==> src/hdl/cpva_job_fifo.sv <==
// Short job queue between the front end and the arithmetic back end.
`default_nettype none

module cpva_job_fifo #(
  parameter type         item_t = logic,
  parameter int unsigned DEPTH  = 2
) (
  input  logic  clk_i,
  input  logic  rst_ni,
  input  logic  push_valid_i,
  output logic  push_ready_o,
  input  item_t push_item_i,
  output logic  pop_valid_o,
  input  logic  pop_ready_i,
  output item_t pop_item_o
);
  localparam int unsigned PTR_W = (DEPTH > 1) ? $clog2(DEPTH) : 1;
  localparam int unsigned CNT_W = $clog2(DEPTH + 1);

  item_t             mem_q [DEPTH];
  logic [PTR_W-1:0]  wr_ptr_q, rd_ptr_q;
  logic [CNT_W-1:0]  count_q;
  logic              push, pop;

  function automatic logic [PTR_W-1:0] bump(logic [PTR_W-1:0] p);
    return (p == PTR_W'(DEPTH - 1)) ? '0 : p + PTR_W'(1);
  endfunction

  assign push_ready_o = (count_q != CNT_W'(DEPTH));
  assign pop_valid_o  = (count_q != '0);
  assign pop_item_o   = mem_q[rd_ptr_q];
  assign push         = push_valid_i && push_ready_o;
  assign pop          = pop_valid_o && pop_ready_i;

  always_ff @(posedge clk_i) begin
    if (push) begin
      mem_q[wr_ptr_q] <= push_item_i;
    end
  end

  always_ff @(posedge clk_i or negedge rst_ni) begin
    if (!rst_ni) begin
      wr_ptr_q <= '0;
      rd_ptr_q <= '0;
      count_q  <= '0;
    end else begin
      if (push) begin
        wr_ptr_q <= bump(wr_ptr_q);
      end
      if (pop) begin
        rd_ptr_q <= bump(rd_ptr_q);
      end
      if (push && !pop) begin
        count_q <= count_q + CNT_W'(1);
      end else if (pop && !push) begin
        count_q <= count_q - CNT_W'(1);
      end
    end
  end

endmodule

`default_nettype wire

==> config.mk <==
export PLATFORM = sky130hd
export DESIGN_NAME = cpva_job_fifo
export DESIGN_NICKNAME = d
export VERILOG_FILES = /design/src/hdl/cpva_job_fifo.sv
export SDC_FILE = /design/constraint.sdc
export NUM_CORES = 1
export LEC_CHECK = 0
export BUFFER_PORTS_ARGS = -buffer_cell sky130_fd_sc_hd__buf_2
export CAP_MARGIN = 30
export CORE_AREA = 2 2 39 41
export DETAILED_ROUTE_END_ITERATION = 8
export DIE_AREA = 0 0 41 43
export GPL_TIMING_DRIVEN = 0
export PLACE_DENSITY_LB_ADDON = 0.1
export SETUP_SLACK_MARGIN = 0.5
export SLEW_MARGIN = 20
export SYNTH_ARGS = -nofsm -noshare
export SYNTH_HDL_FRONTEND = slang
export SYNTH_SLANG_ARGS = --single-unit
==> constraint.sdc <==
create_clock -name clk_i -period 1.95 [get_ports clk_i]
set_clock_uncertainty 0.15 [all_clocks]
set_input_delay 0.0975 -clock clk_i [delete_from_list [all_inputs] [get_ports clk_i]]
set_output_delay 0.0975 -clock clk_i [all_outputs]
set_load 0.05 [all_outputs]
### After elaboration in Yosys (flattened, before gate mapping)

Memory sizes are Yosys's and may differ from the RTL's.
Cells that the tools add are included.

| cells by class | value |
|---|---|
| reduce and logical (&&, ||, !) cells | 8 |
| eq/ne operators | 1 |
| muxes and demuxes | 6 |
| add/subtract/negate cells | 4 |

Operator list:

| operator | number |
|---|---|
| logical AND 1 bit | 4 |
| two-way mux 1 bit | 4 |
| two-way mux 2 bit | 2 |
| nonzero test 2 bit | 2 |
| adder 1 bit, second input constant | 2 |
| adder 2 x 1 -> 2 bit, second input constant | 1 |
| logical NOT 1 bit | 2 |
| inequality test 2 bit, second input constant | 1 |
| subtractor 2 x 1 -> 2 bit, second input constant | 1 |

| storage, ports and cells | value |
|---|---|
| bits in registers | 4 |
| memory bits (writable) | 2 |
| memories | 1 |

Memory list:

| memory | words | width | read ports | clocked after memory_dff | write ports | line | text |
|---|---|---|---|---|---|---|---|
| mem_q | 2 | 1 | 1 | 0 | 1 | 20 | `item_t mem_q [DEPTH];` |

### Longest topological paths before layout

Gate-level depths: netlist of the first run.

| depth | value |
|---|---|
| word-level depth | 6 |
| depth in mapped cells | 7 |
| depth with buffers taken out | 7 |

### Worst setup path before layout of the first run

OpenSTA, ideal clock, no wires.

| timing path | value |
|---|---|
| path type | register -> register |
| start point | register count_q[0] |
| end point | register count_q[1] |
| required time | 1.721 ns |
| clock period less this slack | 1.615 ns |
| path slack | 0.335 ns |
| arrival | 1.386 ns |
| cell stages (with the launch flop) | 7 |
| cells stage by stage | dfrtp_1 > nand2b_4 > nand2_1 > inv_1 > ha_1 > nor2_1 > xor2_1 |

| between the ends | value |
|---|---|
| longest elaborated chain between the ends | 5 |
| elaborated cells on any way between the ends | 13 |
| classes of those cells | 2 x add/sub; 1 x eq/ne; 2 x mux; 8 x reduce/logical |

Ends and longest elaborated chain:

| what | line | text |
|---|---|---|
| start, declared | 22 | `logic [CNT_W-1:0] count_q;` |
| start signal, assigned | 54 | `count_q <= count_q + CNT_W'(1);` |
| start signal, assigned | 56 | `count_q <= count_q - CNT_W'(1);` |
| inequality test 2 bit (*) | 29 | `assign push_ready_o = (count_q != CNT_W'(DEPTH));` |
| net push_ready_o | 11 | `output logic push_ready_o,` |
| logical AND 1 bit (*) | 32 | `assign push = push_valid_i && push_ready_o;` |
| net push | 23 | `logic push, pop;` |
| logical NOT 1 bit | 55 | `end else if (pop && !push) begin` |
| logical AND 1 bit | 55 |  |
| nonzero test 2 bit (no source line) | -- |  |

Mark *: on every way through the listed nets, which the timed path passes. The rest lies on a longest branch. The select of a mux whose other input is x is not followed.
A chain may end at the register's enable or synchronous reset.

### Worst setup path after layout of the first run

| timing path | value |
|---|---|
| start point | register count_q[0] |
| end point | register count_q[1] |

| between the ends | value |
|---|---|
| longest elaborated chain between the ends | 5 |
| elaborated cells on any way between the ends | 13 |
| classes of those cells | 2 x add/sub; 1 x eq/ne; 2 x mux; 8 x reduce/logical |

Ends and longest elaborated chain:

| what |
|---|
| branches (longest 5 deep; another with subtractor 2 x 1 -> 2 bit) |

Several ways; the timed one is not identified. The select of a mux whose other input is x is not followed.

==> results of run 1 <==
## layout make-up
type	count	area, um2	area share [%]
Timing Repair Buffer	15	108	23.4
Multi-Input combinational cell	14	141	30.7
Sequential cell	6	161	35.1
Clock buffer	4	26.3	5.71
Inverter	1	3.75	0.815
Tap cell	16	20.0	4.35
## logic make-up after synthesis
family | share of synthesized area (%)
simple gates | 18.1
flops | 56.6
xor+xnor | 15.5
buf+inv | 1.33
mux | 3.98
fa+ha+maj | 4.42
## per-layer routing
| metal | vias to the layer above | routed length [um] |
|---|---|---|
| li1 | 105 | - |
| met1 | 97 | 253 |
| met2 | 3 | 295 |
| met3 | 0 | 23 |
| met4 | 0 | 0 |
| met5 | - | 0 |
## path summary, 6_finish.rpt
| path | cells after the start | end | slack [ps] |
|---|---|---|---|
| min in group clk_i | 1 | wr_ptr_q | 330 |
| worst min register to register | 1 | wr_ptr_q | 330 |
| worst max register to register | 6 | count_q[1] | 450 |
| max in group asynchronous | 2 | count_q[1] | 1470 |
| worst max-delay path | 6 | count_q[1] | 450 |
| worst min-delay path | 2 | wr_ptr_q | 40 |
## placed cells by master, fill, tap and decap left out, types with 2 or more instances in the layout
cell,count
clkbuf_4,4
dfrtp_1,3
nand2_4,2
buf_2,6
xnor2_1,3
xor2_1,2
edfxtp_1,2
dlygate4sd3_1,4
buf_4,4
## registers in the layout, summed over array words and instances, names as in the netlist
signal	flops
count_q	2
mem_q	2
rd_ptr_q	1
wr_ptr_q	1
## synth_stat cells (all sizes together)
cell	n
ha	1
and3	1
xnor2	3
nand2	2
or2	1
inv	1
nor2	2
xor2	2
edfxtp	2
dfrtp	4
nand2b	1
mux2	1
## through the flow
step	setup slack (ps)	std cells	instance area, um2	util (%)	hold slack, ps
3_5_place_dp	434	44	360	26.0	-236
2_1_floorplan	381	21	305	-	-348
3_3_place_gp	440	44	360	26.0	-237
5_1_grt	401	56	460	33.3	64.3
4_1_cts	448	53	434	31.4	48.9
6_report	452	56	460	33.3	41.9
## power by group through the flow
stage | registers, mW | clock network, mW | logic [mW]
2_1_floorplan | 0.232 | 0 | 0.319
3_3_place_gp | 0.241 | 0 | 0.369
3_5_place_dp | 0.244 | 0 | 0.375
4_1_cts | 0.239 | 0.131 | 0.400
5_1_grt | 0.243 | 0.139 | 0.484
6_report | 0.238 | 0.125 | 0.453
## timing repair
item,4_1_cts,5_1_grt
setup buffers,1,3
resized for setup,0,2
pin swaps,1,0
endpoints found under the setup margin,1,2
hold buffers,4,0
hold endpoints to repair,8,0
==> qor.txt, run 1 <==
Status: finished, final reports clean
Vert. Die Dim: 43 um
CP Data Arrival Time: 1470 ps
Share of total power in the clock network: 15.3%
Crit path kind: flip-flop to flip-flop
P&R area growth vs syn: 62.8%
Clock transition at path regs: 50 ps
Initial Util: 20.4%
GR Util met2: 9.69%
WP buf/inv: 0
Die ar.: 0.00176 mm2
VDD IR max: 0.567 mV
Die W: 41 um
Endpoint class of the critical path: flip-flop
Vias per cell: 3.66
Post-Syn Area: 283 um2
DRT antenna net count: 0
Leak: 0.209 nW
Total Power: 0.816 mW
IO Count: 8
Global-route wire length before repair: 869 um
Fill cells: 150
Layout cells sized above 1: 55.0%
Slew headroom: 83.4%
Synth top area cells: dfrtp_1 35%, edfxtp_1 21%, xnor2_1 9.3%
Overflow after GRT: 0
Fin. Hold Viols: 0
Slew Viols, Final: 0
R2r startpoint: count_q[0]
Hpwl dp: 401 um
Mean post-synth cell area: 13.5 um2
Post-synth top area share: 35.4%
Clock latency at the later pin of the worst-skew pair: 240 ps
Initial drt markers: 0
Initial antenna violation count: 0
Post-Route WL: 571 um
Max Cap Violations: 0
Vias in the first global route: 208
Distinct cells, synth: 13
Mapped Nets: 27
Routed via count: 205
Drt pass-1 iters: 1
Cell chain of the critical path: or2_4 -> nand2_4 -> ha_4 -> xor2_1 -> nor2_2 -> xor2_1
H-tree levels: 1
Slowest cell on the critical path: dfrtp_1
M1 GR Usage: 10.8%
RSZ-0062 raised after global routing: true
#FFs+latches synth: 6
Cell mode on critical path: xor2_1
Psw: 0.333 mW
DRC Markers: 0
Largest fanout on the critical path: 4
Nets: 47
Slew @ Worst Pin: 251 ps
Register area share after synthesis: 56.6%
Setup crit start: count_q[0]
Crit share post-route: 76.8%
Clk sinks: 6
Largest net degree at the start of global routing: 5
Ys Warns: 0
Sw frac: 40.9%
Cts bufs inserted: 3
Setup TNS: 0 ps
HP Class: primary input to async pin
Mapped Cells: 21
Top Family by Delay on Critical Path: flip-flops
CTS tree: built
Max frequency: 0.668 GHz
Gate power share: 55.5%
Ant. Diodes: 0
Seq pwr share: 29.2%
Buffers on Ports: 7
Area leader, netlist: dfrtp_1
GP Congestion: 0.677
Fin crit period: 1500 ps
WL per Instance: 10.2 um
Core Region: 0.00138 mm2
Global routing usage on met3: 3.14%
Final setup vio count: 0
GRT Total Usage: 8.28%
Clock buffer depth: 2
Slowest stage delay, CP: 410 ps
Clock root cell: clkbuf_4
Int Pwr: 0.482 mW
Crit start category: flip-flop
GRT Max-Usage Layer: met1
Worst EP required: 1920 ps
# rows: 14
P per Cell Area: 1770 mW/mm2
Power figures use the tool's default switching activity.
==> inputs of run 2 (changes only) <==
==> constraint.sdc (replaced) <==
create_clock -name clk_i -period 1.39 [get_ports clk_i]
set_clock_uncertainty 0.15 [all_clocks]
set_input_delay 0.0695 -clock clk_i [delete_from_list [all_inputs] [get_ports clk_i]]
set_output_delay 0.0695 -clock clk_i [all_outputs]
set_load 0.05 [all_outputs]
==> run 2 against run 1 <==
Non-clock buffer count up 8. Register-to-register slack worse by 570 ps. Sequential cell count is the same. Core utilization increased by 8.9 points. Hold slack got worse by 55 ps. The run now ends with negative hold slack, negative setup slack left. Total power increased by 90%. Wire length increased by 0.70%. Via count rose by 17%. Largest cell class is now buffers.
==> qor.txt, run 2 (synthesized netlist as in run 1, its figures left out) <==
P per Cell Area: 2660 mW/mm2
Hold Path Depth: 3
Endpoint class of the critical path: flip-flop
Crit path kind: flip-flop to flip-flop
Global-route wire length before repair: 945 um
Ant. Diodes: 0
Worst EP required: 1350 ps
Fin. Hold Viols: 1
Layout cells sized above 1: 75.0%
Post-Route WL: 575 um
Clock root cell: clkbuf_4
R2R Setup Slk: -120 ps
Overflow after GRT: 0
VDD IR max: 0.943 mV
Cts bufs inserted: 3
GRT Total Usage: 9.10%
Crit start category: flip-flop
Slew Viols, Final: 0
Most common cell after layout, fill and taps aside: buf_4
Setup TNS: -227 ps
GP Congestion: 0.669
DP Area: 364 um2
# rows: 14
Fill cells: 137
DRC Markers: 0
Initial drt markers: 2
Largest net degree at the start of global routing: 5
Final core occ: 42.1%
IO Count: 8
CP Data Arrival Time: 1480 ps
Nets: 55
Post-CTS Hold Buffers: 2
Slew @ Worst Pin: 143 ps
Largest regs: count_q x2, mem_q x2
Reg2reg end: count_q[1]
P&R area growth vs syn: 106%
Crit share post-route: 109%
Worst Reg-to-Reg Cells: 6
Routed via count: 240
Hpwl dp: 362 um
Drt pass-1 iters: 2
R2r startpoint: count_q[1]
Clock latency at the later pin of the worst-skew pair: 230 ps
Failing checks: negative hold slack, negative setup slack
Slew headroom: 90.4%
Fin Hold WS: -13.4 ps
RSZ-0062 raised after global routing: true
Leak: 0.278 nW
Buffers on Ports: 7
Clk sinks: 6
Die W: 41 um
Vert. Die Dim: 43 um
Clock buffer depth: 2
WL per Instance: 8.98 um
Max frequency: 0.661 GHz
Setup crit start: count_q[1]
Fin worst setup slack: -122 ps
Core Region: 0.00138 mm2
Initial Util: 20.4%
Most frequent cells in the layout: 12 x buf_4, 4 x dfrtp_1, 4 x buf_2, 3 x clkbuf_4, 3 x buf_8
Vias per cell: 3.75
CTS tree: built
Vias in the first global route: 238
DRT antenna net count: 0
Max Cap Violations: 0
Final setup vio count: 3
Status: finished, violations left
Clock transition at path regs: 40 ps
Die ar.: 0.00176 mm2
Worst Setup EP: count_q[1]
Final instance area: 583 um2
Fin crit period: 1510 ps
H-tree levels: 1
Initial antenna violation count: 0
Largest fanout on the critical path: 3
Total Power: 1.55 mW
HP Class: primary input to flip-flop
[run 2: cell type report]
type / count / area [um2] / share of cell area [%]
repair buffers: 23 / 198 / 33.9
multi-input cells: 14 / 173 / 29.6
flip-flops and latches: 6 / 160 / 27.5
clock buffers: 4 / 26.3 / 4.51
well taps: 16 / 20.0 / 3.43
inverters: 1 / 6.26 / 1.07
[run 2: layer usage]
layer	routed length (um)	up-vias	part of all wire [%]	track usage (%)
li1	-	119	-	-
met1	235	114	41	8.55
met2	305	5	53	12.5
met3	26	2	4.5	7.85
met4	8	0	1.4	6.00
met5	0	-	0	0
[run 2: stage by stage]
step                setup WS [ps]  instances
finish                       -122         64
global placement             -119         44
CTS                          -102         57
global route                 -187         64
detailed placement           -141         44
floorplan                    -179         21
[run 2: worst max-delay path: stages, from the launching register on]
cell	delay, ps
dfrtp_1	390
or2_4	270
nand2_4	70
ha_4	140
xor2_2	150
nor2_2	60
xor2_1	160
[run 2: how the worst min path moves through the flow]
stage	to	slack (ps)	startpoint
after floorplan	count_q[0]	-380	rst_ni
after global placement	rd_ptr_q	-260	rst_ni
after detailed placement	rd_ptr_q	-270	rst_ni
after CTS	wr_ptr_q	-30	push_valid_i
after global routing	wr_ptr_q	-10	push_valid_i
final	wr_ptr_q	-10	push_valid_i
[run 2: repair_timing]
| item | in CTS | in global routing |
|---|---|---|
| pin swaps | 4 | 7 |
| endpoints found under the setup margin | 9 | 9 |
| buffers inserted | 7 | 7 |
| gates resized for setup | 9 | 8 |
| endpoints found under the hold margin | 7 | 1 |
| cloned | 0 | 0 |
[run 2: where the power goes]
part	internal (mW)	leakage, nW	switching [mW]
clock	0.108	0.0150	0.0580
combinational	0.621	0.198	0.447
sequential	0.266	0.0652	0.0510
total	0.995	0.278	0.556
==> inputs of run 3 (changes only) <==
--- a/config.mk
+++ b/config.mk
@@ -7,6 +7,8 @@
 export LEC_CHECK = 0
 export BUFFER_PORTS_ARGS = -buffer_cell sky130_fd_sc_hd__buf_2
 export CAP_MARGIN = 30
+export CELL_PAD_IN_SITES_DETAIL_PLACEMENT = 1
+export CELL_PAD_IN_SITES_GLOBAL_PLACEMENT = 2
 export CORE_AREA = 2 2 39 41
 export DETAILED_ROUTE_END_ITERATION = 8
 export DIE_AREA = 0 0 41 43
==> run 3 against run 2 <==
The flow finishes with violations (negative setup slack). Count of clock-buffer cells in the layout shrank 1. Non-clock buffer count shrank 2. Critical path depth shrank 2. Combinational power shrank 5%. Global-route usage grew 0.41 points. Via count shrank 0.42%. First-iteration DRC count shrank 100%. Cell area shrank 1.3%. Sequential cell count is the same. Clock power is essentially flat. Critical endpoint is now pop_valid_o.
==> qor.txt, run 3 (synthesized netlist as in run 1, its figures left out) <==
Status: finished, violations left
Failing checks: negative setup slack
Reg2reg end: count_q[1]
Most frequent cells in the layout: 9 x buf_4, 4 x dfrtp_1, 4 x buf_2
Die ar.: 0.00176 mm2
GRT Max-Usage Layer: met2
Leak: 0.278 nW
Total Power: 1.52 mW
Fin. Hold Viols: 0
Slew headroom: 88.0%
DRC Markers: 0
Drt pass-1 iters: 1
Clock transition at path regs: 50 ps
HP Class: primary input to async pin
VDD IR max: 0.767 mV
GRT Total Usage: 9.51%
Vias in the first global route: 257
Clock buffer depth: 2
GP Congestion: 0.644
CP Data Arrival Time: 1300 ps
Clk sinks: 6
Global-route wire length before repair: 1.03 mm
Fin worst setup slack: -127 ps
Cts bufs inserted: 3
Hpwl dp: 415 um
Final setup vio count: 3
Endpoint class of the critical path: primary output
IO Count: 8
Crit share post-route: 109%
R2r startpoint: count_q[1]
Fin crit period: 1520 ps
Crit start category: flip-flop
Layout cells sized above 1: 77.8%
Vias per cell: 3.92
Largest net degree at the start of global routing: 5
# rows: 14
Die W: 41 um
GR Util met2: 14.1%
Clock latency at the later pin of the worst-skew pair: 250 ps
Slew @ Worst Pin: 180 ps
Clock root cell: clkbuf_4
Slew Viols, Final: 0
P&R area growth vs syn: 104%
Worst EP required: 1170 ps
Vert. Die Dim: 43 um
RSZ-0062 raised after global routing: true
Initial Util: 20.4%
Non-Filler Instances: 61
Buffers on Ports: 7
Max Cap Violations: 0
Crit path kind: flip-flop to primary output
Initial antenna violation count: 0
Placed Cells: 44
WL per Instance: 11.3 um
Most common cell after layout, fill and taps aside: buf_4
CTS tree: built
Worst Reg-to-Reg Cells: 6
Ant. Diodes: 0
R2R Setup Slk: -100 ps
Initial drt markers: 0
Fill cells: 154
P per Cell Area: 2650 mW/mm2
H-tree levels: 1
Routed via count: 239
Nets: 53
Largest fanout on the critical path: 3
DRT antenna net count: 0
Core Region: 0.00138 mm2
M1 GR Usage: 10.2%
Post-Route WL: 692 um
Global routing usage on met3: 3.14%
Overflow after GRT: 0
Largest regs: count_q x2, mem_q x2
Max frequency: 0.659 GHz
[run 3: cell count changes in the layout (fill, tap and decap cells not counted), sizes merged]
| cell | before | now |
|---|---|---|
| buf | 21 | 19 |
| clkbuf | 4 | 3 |
| dlygate4sd3 | 2 | 1 |
| dlymetal6s4s | 0 | 1 |
[run 3: layout make-up]
class                   instances  area, um2  share of cell area, %
repair buffers                 21        189                   32.8
well taps                      16       20.0                   3.48
multi-input cells              14        180                   31.3
inverters                       1       3.75                  0.652
clock buffers                   3       22.5                   3.91
flip-flops and latches          6        160                   27.8
[run 3: how the worst max path moves through the flow]
stage,from,endpoint,slack (ps)
after floorplan,count_q[1],count_q[1],-180
after global placement,count_q[1],count_q[1],-120
after detailed placement,count_q[1],count_q[1],-140
after CTS,count_q[1],count_q[1],-90
after global routing,count_q[0],count_q[1],-180
final,count_q[1],pop_valid_o,-130
[run 3: routing by layer]
layer / wire [um] / vias up
met4: 17 / 0
met2: 378 / 7
met3: 26 / 2
li1: - / 114
met1: 269 / 116
met5: 0 / -
[run 3: worst max-delay path: stages (launching register included)]
cell	delay, ps
dfrtp_1	410
or2_4	260
buf_4	130
buf_6	100
buf_8	140
[run 3: where the power goes]
part	switching (mW)	internal (mW)	total (mW)
combinational	0.432	0.593	1.02
clock	0.0675	0.0980	0.165
sequential	0.0691	0.266	0.335
total	0.568	0.956	1.52
[run 3: timing repair]
action	in CTS	in global routing
pin swaps	5	3
hold buffers	2	0
gates resized for setup	13	7
setup endpoints to repair	9	11
hold endpoints to repair	6	0
buffers inserted	9	3
[run 3: metrics by stage]
stage                     TNS, ps  instance area [um2]  util [%]  hold slack (ps)  setup WS (ps)
after floorplan              -211                  309         -             -376           -179
after CTS                    -129                  523      37.8             10.6          -92.8
final                        -241                  576      41.6             9.97           -127
after global placement       -119                  364      26.3             -262           -119
after detailed placement     -141                  364      26.3             -259           -141
after global routing         -401                  576      41.6             39.9           -181
